`src/rtl/core/hpe_pkg.sv`:
```
`default_nettype none

package hpe_pkg;

	localparam int unsigned ELEM_W = 32;
	localparam int unsigned POS_W  = 6;

	typedef struct packed {
		logic signed [ELEM_W-1:0] element;
		logic                     is_last;
	} in_item_t;

	typedef struct packed {
		logic signed [ELEM_W-1:0] out_element;
		logic [POS_W-1:0]         position;
		logic [POS_W-1:0]         split_index;
		logic                     overflow;
		logic                     last_out;
	} result_t;

	typedef enum logic [2:0] {
		ST_LOAD,
		ST_PIV_RD,
		ST_PIV,
		ST_LEFT_RD,
		ST_LEFT,
		ST_RIGHT,
		ST_SWAP,
		ST_EMIT
	} state_t;

endpackage

`default_nettype wire

```
`src/rtl/core/hpe_store.sv`:
```
`default_nettype none

module hpe_store #(
	parameter int unsigned DEPTH = 64,
	parameter int unsigned AW    = 6
) (
	input  wire logic                            clk,
	input  wire logic                            we,
	input  wire logic                            re,
	input  wire logic [AW-1:0]                   addr,
	input  wire logic signed [hpe_pkg::ELEM_W-1:0] wdata,
	output logic signed [hpe_pkg::ELEM_W-1:0]      rdata
);

	logic signed [hpe_pkg::ELEM_W-1:0] mem [DEPTH];

	always_ff @(posedge clk) begin
		if (we) begin
			mem[addr] <= wdata;
		end
		if (re) begin
			rdata <= mem[addr];
		end
	end

endmodule

`default_nettype wire

```
`src/rtl/core/hoare_partition_engine.sv`:
```
// channel  | signals                 | transfer
// ---------+-------------------------+-----------------------------------------
// input    | start, busy, item       | taken at a clock edge with start & !busy
// result   | strobe, result          | one result per strobe, no back-pressure
//
// Loading stores each accepted element while room remains; the item marked last starts the
// partition. The partition runs on the single-port element memory: a pivot read and capture,
// then one pointer compare per memory read, a swap as two writes and one read to restart the
// left walk after each swap. Emission streams one result per cycle, DEPTH max.
// Reset clears the fill count, overflow flag and sequencer; the memory is not cleared.
// busy stays high from the closing transaction until the read of the last result.
`default_nettype none

module hoare_partition_engine #(
	parameter int unsigned DEPTH = 64
) (
	input  wire logic             clk,
	input  wire logic             arst_n,
	input  wire logic             start,
	output logic                  busy,
	input  wire hpe_pkg::in_item_t item,
	output logic                  strobe,
	output hpe_pkg::result_t      result
);

	localparam int unsigned AW = (DEPTH > 1) ? $clog2(DEPTH) : 1;
	localparam int unsigned CW = $clog2(DEPTH + 1);

	hpe_pkg::state_t state_q, state_nx;

	logic [CW-1:0] cnt_q, cnt_nx;
	logic          ovf_q;
	logic [AW-1:0] left_q, right_q, pos_q, split_q;
	logic signed [hpe_pkg::ELEM_W-1:0] pivot_q, lval_q;

	logic          valid_s1, last_s1, ovf_s1;
	logic [AW-1:0] pos_s1;

	logic          mem_we, mem_re;
	logic [AW-1:0] mem_addr;
	logic signed [hpe_pkg::ELEM_W-1:0] mem_wdata, rdata;

	logic accept, room, left_go, right_go, crossed, emit_last;

	hpe_store #(
		.DEPTH(DEPTH),
		.AW   (AW)
	) u_store (
		.clk  (clk),
		.we   (mem_we),
		.re   (mem_re),
		.addr (mem_addr),
		.wdata(mem_wdata),
		.rdata(rdata)
	);

	assign accept    = start && (state_q == hpe_pkg::ST_LOAD);
	assign room      = cnt_q < CW'(DEPTH);
	assign cnt_nx    = room ? cnt_q + CW'(1) : cnt_q;
	assign left_go   = ((CW'(left_q) + CW'(1)) < cnt_q) && (rdata < pivot_q);
	assign right_go  = (right_q != '0) && (rdata > pivot_q);
	assign crossed   = left_q >= right_q;
	assign emit_last = (CW'(pos_q) + CW'(1)) == cnt_q;

	always_comb begin
		state_nx = state_q;
		unique case (state_q)
			hpe_pkg::ST_LOAD: begin
				if (accept && item.is_last) state_nx = hpe_pkg::ST_PIV_RD;
			end
			hpe_pkg::ST_PIV_RD:  state_nx = hpe_pkg::ST_PIV;
			hpe_pkg::ST_PIV:     state_nx = hpe_pkg::ST_RIGHT;
			hpe_pkg::ST_LEFT_RD: state_nx = hpe_pkg::ST_LEFT;
			hpe_pkg::ST_LEFT: begin
				state_nx = left_go ? hpe_pkg::ST_LEFT : hpe_pkg::ST_RIGHT;
			end
			hpe_pkg::ST_RIGHT: begin
				priority if (right_go) state_nx = hpe_pkg::ST_RIGHT;
				else if (crossed)      state_nx = hpe_pkg::ST_EMIT;
				else                   state_nx = hpe_pkg::ST_SWAP;
			end
			hpe_pkg::ST_SWAP: state_nx = hpe_pkg::ST_LEFT_RD;
			hpe_pkg::ST_EMIT: begin
				if (emit_last) state_nx = hpe_pkg::ST_LOAD;
			end
			default: state_nx = hpe_pkg::ST_LOAD;
		endcase
	end

	always_comb begin
		mem_we    = 1'b0;
		mem_re    = 1'b0;
		mem_addr  = '0;
		mem_wdata = item.element;
		busy      = 1'b1;
		unique case (state_q)
			hpe_pkg::ST_LOAD: begin
				busy     = 1'b0;
				mem_we   = accept && room;
				mem_addr = cnt_q[AW-1:0];
			end
			hpe_pkg::ST_PIV_RD: begin
				mem_re = 1'b1;
			end
			hpe_pkg::ST_PIV: begin
				mem_re   = 1'b1;
				mem_addr = right_q;
			end
			hpe_pkg::ST_LEFT_RD: begin
				mem_re   = 1'b1;
				mem_addr = left_q;
			end
			hpe_pkg::ST_LEFT: begin
				mem_re   = 1'b1;
				mem_addr = left_go ? left_q + AW'(1) : right_q;
			end
			hpe_pkg::ST_RIGHT: begin
				priority if (right_go) begin
					mem_re   = 1'b1;
					mem_addr = right_q - AW'(1);
				end else if (!crossed) begin
					mem_we    = 1'b1;
					mem_addr  = left_q;
					mem_wdata = rdata;
				end
			end
			hpe_pkg::ST_SWAP: begin
				mem_we    = 1'b1;
				mem_addr  = right_q;
				mem_wdata = lval_q;
			end
			hpe_pkg::ST_EMIT: begin
				mem_re   = 1'b1;
				mem_addr = pos_q;
			end
			default: begin
				busy = 1'b1;
			end
		endcase
	end

	always_ff @(posedge clk or negedge arst_n) begin
		if (!arst_n) begin
			state_q  <= hpe_pkg::ST_LOAD;
			cnt_q    <= '0;
			ovf_q    <= 1'b0;
			left_q   <= '0;
			right_q  <= '0;
			pos_q    <= '0;
			valid_s1 <= 1'b0;
		end else begin
			state_q  <= state_nx;
			valid_s1 <= state_q == hpe_pkg::ST_EMIT;
			unique case (state_q)
				hpe_pkg::ST_LOAD: begin
					if (accept) begin
						cnt_q <= cnt_nx;
						if (!room) ovf_q <= 1'b1;
						if (item.is_last) begin
							left_q  <= '0;
							right_q <= AW'(cnt_nx - CW'(1));
						end
					end
				end
				hpe_pkg::ST_LEFT: begin
					if (left_go) left_q <= left_q + AW'(1);
				end
				hpe_pkg::ST_RIGHT: begin
					priority if (right_go) right_q <= right_q - AW'(1);
					else if (crossed)      pos_q   <= '0;
				end
				hpe_pkg::ST_SWAP: begin
					left_q  <= left_q + AW'(1);
					right_q <= right_q - AW'(1);
				end
				hpe_pkg::ST_EMIT: begin
					pos_q <= pos_q + AW'(1);
					if (emit_last) begin
						cnt_q <= '0;
						ovf_q <= 1'b0;
					end
				end
				default: begin
					pos_q <= pos_q;
				end
			endcase
		end
	end

	always_ff @(posedge clk) begin
		pos_s1  <= pos_q;
		last_s1 <= emit_last;
		ovf_s1  <= ovf_q;
		if (state_q == hpe_pkg::ST_PIV) begin
			pivot_q <= rdata;
			lval_q  <= rdata;
		end
		if (state_q == hpe_pkg::ST_LEFT && !left_go) begin
			lval_q <= rdata;
		end
		if (state_q == hpe_pkg::ST_RIGHT && !right_go && crossed) begin
			split_q <= right_q;
		end
	end

	assign strobe             = valid_s1;
	assign result.out_element = rdata;
	assign result.position    = hpe_pkg::POS_W'(pos_s1);
	assign result.split_index = hpe_pkg::POS_W'(split_q);
	assign result.overflow    = ovf_s1;
	assign result.last_out    = last_s1;

	a_port_excl: assert property (@(posedge clk) disable iff (!arst_n)
		!(mem_we && mem_re))
		else $error("memory write and read in the same cycle");

	a_busy_run: assert property (@(posedge clk) disable iff (!arst_n)
		(strobe && !result.last_out) |-> busy)
		else $error("engine idle in the middle of a result run");

	a_run_end: assert property (@(posedge clk) disable iff (!arst_n)
		(strobe && result.last_out) |=> !strobe)
		else $error("result issued after the final one of a run");

	a_run_start: assert property (@(posedge clk) disable iff (!arst_n)
		$rose(strobe) |-> (result.position == '0))
		else $error("result run does not start at position zero");

	a_fill_bound: assert property (@(posedge clk) disable iff (!arst_n)
		cnt_q <= CW'(DEPTH))
		else $error("fill count beyond buffer depth");

endmodule

`default_nettype wire

```
`config.mk`:
```
export PLATFORM = sky130hd
export DESIGN_NAME = hoare_partition_engine
export DESIGN_NICKNAME = d
export VERILOG_FILES = /design/src/rtl/core/hpe_pkg.sv /design/src/rtl/core/hpe_store.sv /design/src/rtl/core/hoare_partition_engine.sv
export SDC_FILE = /design/constraint.sdc
export NUM_CORES = 2
export LEC_CHECK = 0
export CORE_ASPECT_RATIO = 1.5
export CORE_UTILIZATION = 50
export CTS_CLUSTER_SIZE = 12
export DETAILED_ROUTE_END_ITERATION = 10
export DONT_BUFFER_PORTS = 1
export SYNTH_ARGS = -nofsm -noshare
export SYNTH_HDL_FRONTEND = slang
export SYNTH_SLANG_ARGS = --single-unit
```
`constraint.sdc`:
```
create_clock -name clk -period 11.55 [get_ports clk]
set_input_delay 0 -clock clk [delete_from_list [all_inputs] [get_ports clk]]
set_output_delay 0 -clock clk [all_outputs]
set_load 0.02 [all_outputs]
```
* Word-level counts from Yosys, hierarchy flattened
Memories as Yosys holds them, arrays and structs flattened. A register that Yosys moved wholly into a read port is not among the register bits. Cells that the tools add are included.
Operators by class: reductions and logical operators 25, muxes and demuxes 42, add/sub/neg operators 7, order comparisons 5, eq/ne operators 17
Operators by type and width (number):
- 2-to-1 mux 32 bit | 4
- 2-to-1 mux 6 bit | 11
- one-hot mux 32 bit (2 select lines) | 1
- one-hot mux 6 bit (3 select lines) | 2
- one-hot mux 6 bit (6 select lines) | 1
- greater-than comparator 32 bit | 1
- less-than comparator 32 bit | 1
- one-hot mux 3 bit (8 select lines) | 1
- 2-to-1 mux 7 bit | 3
- inequality test 2 bit, second input constant | 8
- adder 6 x 1 -> 7 bit, second input constant | 2
- one-hot mux 7 bit (2 select lines) | 1
- adder 6 x 1 -> 6 bit, second input constant | 2
- == test 3 bit, second input constant | 4
- one-hot mux 6 bit (2 select lines) | 1
- AND reduction 4 bit | 3
- subtractor 6 x 1 -> 6 bit, second input constant | 2
- 2-to-1 mux 1 bit | 11
- logical AND 1 bit | 8
- adder 7 x 1 -> 7 bit, second input constant | 1
- == test 7 bit | 1
- less-than comparator 7 bit | 1
- less-than comparator 7 bit, second input constant | 1
- == test 3 x 2 -> 1 bit, second input constant | 2
- 16 further kinds | 23
Word-level totals: logic and storage cells 110, output and inout port bits 48, bits in writable memories 2048, memories kept 1, register bits after elaboration 108, input port bits 36
Memory list:
- u_store.mem | words 64, width 32, read ports 1, clocked after Yosys merged registers in 1, wr ports 1, RTL line hpe_store.sv:15 | logic signed [hpe_pkg::ELEM_W-1:0] mem [DEPTH];

* Logic depth before layout (Yosys ltp)
depth after elaboration 6, gate-level depth with buffers 22, gate-level depth less buffers 16

* By module
From an unflattened synthesis, not the netlist that was laid out.
Unflattened totals: cell total of the unflattened synthesis 4918, area, all modules 86097.6 um^2
Modules (own cells, without submodules):
- hpe_store | sequential area each 62459.9 um^2, cells each 4239, times used 1, area an instance 79248.5 um^2
- hoare_partition_engine | sequential area each 3012.9 um^2, cells each 679, times used 1, area an instance 6849.1 um^2

* Worst setup path before layout
Ideal clock, no wire load.
path kind register to register, start register left_q[1], end memory u_store.mem[11][0] (netlist bit), enable pin, arrival 5.369 ns, setup time 0.421 ns, cell stages (with the launch flop) 20, path buffers 5, path slack 5.760 ns, required time 11.129 ns, clock period less this slack 5.790 ns, cell sequence dfrtp_1 -> ha_1 -> nand3_1 -> xnor2_1 -> ha_1 -> a211oi_1 -> o21bai_1 -> or2_2 -> nor3_1 -> a31oi_2 -> mux2_1 -> o311a_1 -> buf_4 -> or4_1 -> buf_2 -> buf_2 -> clkbuf_1 -> nand2b_1 -> clkbuf_1 -> nor2_1
On the way: longest elaborated chain between the ends 6, elaborated cells on any way between the ends 14, those cells by class add/sub (2); order compare (2); mux (9); reduce/logical (1)
RTL lines:
- start, declared | RTL line hoare_partition_engine.sv:33 | logic [AW-1:0] left_q, right_q, pos_q, split_q;
- start signal, assigned | RTL line hoare_partition_engine.sv:166 | if (left_go) left_q <= left_q + AW'(1);
- start signal, assigned | RTL line hoare_partition_engine.sv:173 | left_q <= left_q + AW'(1);
- parallel branches: the longest is 6 deep, another holds adder 6 x 1 -> 7 bit
- end, declared | RTL line hpe_store.sv:15
Several ways; the timed one is not identified.

* Worst setup path after layout
start register left_q[0], end register u_store.rdata[15] (netlist bit) (read register of u_store.mem), data pin
On the way: longest elaborated chain between the ends 5, elaborated cells on any way between the ends 9, those cells by class add/sub (2); order compare (2); mux (4); reduce/logical (1)
RTL lines:
- adder 6 x 1 -> 7 bit | RTL line hoare_partition_engine.sv:60 | assign left_go = ((CW'(left_q) + CW'(1)) < cnt_q) && (rdata < pivot_q);
- less-than comparator 7 bit | RTL line hoare_partition_engine.sv:60
- logical AND 1 bit | RTL line hoare_partition_engine.sv:60
- 2-to-1 mux 6 bit | RTL line hoare_partition_engine.sv:115 | mem_addr = left_go ? left_q + AW'(1) : right_q;
- one-hot mux 6 bit (6 select lines) (*) | RTL line hoare_partition_engine.sv:96 | unique case (state_q)
- end, declared | RTL line hpe_store.sv:12 | output logic signed [hpe_pkg::ELEM_W-1:0] rdata
Every way passes the cells marked *; elsewhere a longest branch is shown, timed or not. A chain may end at the register's enable or synchronous reset.

==> flow_summary.json <==
{
  "grt_pass1_wl_um": 353000,
  "cts-buffers-inserted": 204,
  "drv_cap": 0,
  "finalCritPeriodShare_pct": 64.2,
  "cts_resized": 0,
  "globalplace.congestion": 0.867,
  "antenna_found_initial": 17,
  "max_slew_margin_pct": 14.8,
  "synth.top_cells.by_area": "sky130_fd_sc_hd__edfxtp_1, sky130_fd_sc_hd__mux2i_1, sky130_fd_sc_hd__o22ai_1, sky130_fd_sc_hd__nand2_1, sky130_fd_sc_hd__a22o_1",
  "synth.largest_area_cell": "sky130_fd_sc_hd__edfxtp_1",
  "postRouteWirelength_um": 249000,
  "die_area_um2": 172000,
  "synth_nets": 5325,
  "cp_data_required_time_ns": 12.05,
  "final_util_pct": 55.8,
  "synthFlopType": "sky130_fd_sc_hd__edfxtp_1",
  "synth_most_common_cell": "sky130_fd_sc_hd__edfxtp_1",
  "num_vias": 48600,
  "timing.final.hold_violations": 0,
  "start_util_pct": 50.3,
  "timing_worst_setup_path_type": "reg -> reg",
  "layout-drive-gt1-share_pct": 9.48,
  "cts.path.max_buffers": 3,
  "report.final.slew_viol_count": 0,
  "fp.dieW_um": 339,
  "clock_sink_count": 2188,
  "yosys_warnings": 0,
  "finalSetupViolCount": 0,
  "timing.final.crit_period_ns": 7.41,
  "clock_tree_from_tritoncts": "yes",
  "status": "completed",
  "max_freq_mhz": 135,
  "syn_area_um2": 85300,
  "timing.critical_path.to_type": "flop",
  "synth_edf_count": 2150,
  "holdCritPathClass": "in -> reg",
  "initialDrtViolationCount": 5444,
  "coreArea_um2": 169000,
  "ant_nets": 0,
  "postCtsSetupRepairBufs": 0,
  "placementRows": 185,
  "crit_path_start_kind": "flop",
  "crit_fanout": 43,
  "htree_num_levels": 4,
  "flow.area_growth_from_synthesis_pct": 11.0,
  "detail_route.vias_per_cell": 6.38,
  "grt_overflow_total": 0,
  "routed_wire_length_per_instance_um": 32.7,
  "worstPathArrival_ns": 7.91,
  "port-buffer-count": 0,
  "die_h_um": 508,
  "gr-usage-all-layers_pct": 28.7,
  "post_cts_hold_buffer_count": 35,
  "fin_worst_skew_ns": 0.0281,
  "clk-insertion-delay-late_ns": 0.84,
  "maximum_number_of_pins_on_one_net_before_global_route_repair": 106,
  "synth_seq_area_share_pct": 76.8,
  "fin_nets": 5404,
  "setup_repair_after_global_routing_missed_its_margin": "false",
  "route.detailed.drc": 0,
  "post_synth.cell_area_avg_um2": 16.3,
  "post-synth-top-area-fraction_pct": 75.7,
  "detailedPlacementHpwl_um": 139000,
  "postSynthRegisterBits": 2188,
  "synthCells": 5237,
  "vias_in_the_first_global_route": 47900,
  "synth.top_cells.by_count": "sky130_fd_sc_hd__edfxtp_1, sky130_fd_sc_hd__mux2i_1, sky130_fd_sc_hd__nand2_1, sky130_fd_sc_hd__o22ai_1, sky130_fd_sc_hd__a21oi_1",
  "drtPass1Iterations": 5,
  "final.setup.tns_ns": 0,
  "worstMarginPinSlew_ns": 1.27,
  "async_reset_ff_share_pct": 1.37,
  "ioPinCount": 84,
  "root_buffer": "sky130_fd_sc_hd__clkbuf_16",
  "yosys.cell_types.count": 81,
  "path_clk_slew_ns": 0.06
}
[critical path, stage by stage (launching register included)]
cell and delay (ns):
sky130_fd_sc_hd__dfrtp_1 0.59, sky130_fd_sc_hd__ha_1 0.35, sky130_fd_sc_hd__nand3_1 0.12, sky130_fd_sc_hd__xnor2_1 0.19
sky130_fd_sc_hd__ha_1 0.32, sky130_fd_sc_hd__nand4_1 0.09, sky130_fd_sc_hd__a211oi_1 0.36, sky130_fd_sc_hd__or2_2 0.22
sky130_fd_sc_hd__nor2_1 0.05, sky130_fd_sc_hd__a31oi_2 0.59, sky130_fd_sc_hd__mux2_1 0.25, sky130_fd_sc_hd__o311a_1 0.44
sky130_fd_sc_hd__or3_4 0.64, sky130_fd_sc_hd__buf_4 0.51, sky130_fd_sc_hd__buf_4 0.61, sky130_fd_sc_hd__o22ai_1 0.15
sky130_fd_sc_hd__nor3_1 0.34, sky130_fd_sc_hd__o22ai_1 0.31, sky130_fd_sc_hd__or4_1 0.73
[through the flow]
step / area, um^2 / hold slack (ns) / instances / worst slack, ns
after floorplan: 85300 / -0.296 / 5237 / 5.76
after global placement: 88700 / -0.293 / 7319 / 4.27
after detailed placement: 88700 / -0.293 / 7319 / 4.16
after CTS: 94600 / 0.00823 / 7621 / 4.13
after global routing: 94600 / 0.0748 / 7622 / 3.73
final: 94600 / 0.0573 / 7624 / 4.14
[registers in the layout (all words and copies together) (netlist names)]
register and cells:
u_store.rdata 32, ovf_q 1, pivot_q 32, cnt_q 7
pos_s1 6, pos_q 6, split_q 6, u_store.mem 2048
right_q 6, state_q 3, last_s1 1, strobe 1
left_q 6, lval_q 32, ovf_s1 1
[cell families after synthesis]
group | after synthesis | share of synthesized area [%]
DFF | 2188 | 76.8
AOI/OAI and AO/OA | 1083 | 8.67
and+or+nand+nor | 930 | 4.80
muxes | 586 | 6.89
buffers and inverters | 373 | 1.84
adders and majority gates | 52 | 0.763
xor gates and xnor gates | 25 | 0.257
[placed cells by master, fill, tap and decap left out, types with 6 or more instances in the layout]
| cell type | n |
|---|---|
| sky130_fd_sc_hd__a211oi_1 | 76 |
| sky130_fd_sc_hd__a21o_1 | 8 |
| sky130_fd_sc_hd__nand4_1 | 13 |
| sky130_fd_sc_hd__nor4_1 | 6 |
| sky130_fd_sc_hd__nor2_1 | 44 |
| sky130_fd_sc_hd__o2bb2ai_1 | 62 |
| sky130_fd_sc_hd__edfxtp_1 | 2150 |
| sky130_fd_sc_hd__dfrtp_1 | 30 |
| sky130_fd_sc_hd__and3_1 | 6 |
| sky130_fd_sc_hd__nand2_2 | 35 |
| sky130_fd_sc_hd__nand3_1 | 23 |
| sky130_fd_sc_hd__inv_6 | 8 |
| sky130_fd_sc_hd__a21oi_1 | 223 |
| sky130_fd_sc_hd__buf_4 | 144 |
| sky130_fd_sc_hd__o22ai_1 | 375 |
| sky130_fd_sc_hd__nor3_1 | 202 |
| sky130_fd_sc_hd__dlygate4sd3_1 | 33 |
| sky130_fd_sc_hd__xor2_1 | 8 |
| sky130_fd_sc_hd__dfxtp_1 | 8 |
| sky130_fd_sc_hd__nand2b_1 | 8 |
| sky130_fd_sc_hd__a22oi_1 | 39 |
| sky130_fd_sc_hd__clkbuf_16 | 208 |
| sky130_fd_sc_hd__or4_1 | 33 |
| sky130_fd_sc_hd__nor2_4 | 64 |
| sky130_fd_sc_hd__nand2_1 | 466 |
| sky130_fd_sc_hd__clkbuf_1 | 41 |
| sky130_fd_sc_hd__o21ai_0 | 47 |
| sky130_fd_sc_hd__mux2i_1 | 581 |
| sky130_fd_sc_hd__xnor2_1 | 17 |
| sky130_fd_sc_hd__a22o_1 | 188 |
| sky130_fd_sc_hd__buf_12 | 14 |
| sky130_fd_sc_hd__inv_1 | 54 |
| sky130_fd_sc_hd__ha_1 | 52 |
[path summary, 6_finish.rpt]
kind                                 from  cells past startpoint  slack, ns                 to
worst max-delay path            left_q[0]                     18       4.14  u_store.rdata[15]
worst min-delay path              item[0]                      3       0.06         state_q[2]
worst max register to register  left_q[0]                     18       4.14  u_store.rdata[15]
worst min register to register   pos_q[1]                      0       0.58          pos_s1[1]
max in group asynchronous          arst_n                      4      11.09           cnt_q[3]
min in group asynchronous          arst_n                      4       0.28          left_q[5]
[per-layer routing]
metal,track usage (%),wire (um),vias up
li1,-,-,20800
met1,37.2,96300,25100
met2,47.9,122000,2231
met3,4.52,19200,497
met4,12.6,11400,6
met5,0,40,-
[cell type report]
type | instances | area, um^2
Antenna cell | 3 | 7.51
Clock buffer | 252 | 5390
Clock inverter | 15 | 161
Fill cell | 13100 | 74800
Inverter | 55 | 206
Multi-Input combinational cell | 2676 | 18900
Sequential cell | 2188 | 65500
Tap cell | 2244 | 2810
Timing Repair Buffer | 191 | 1690
Power is not shown: default switching activity piles up to over one toggle a cycle in this logic, so the estimate is an artifact.
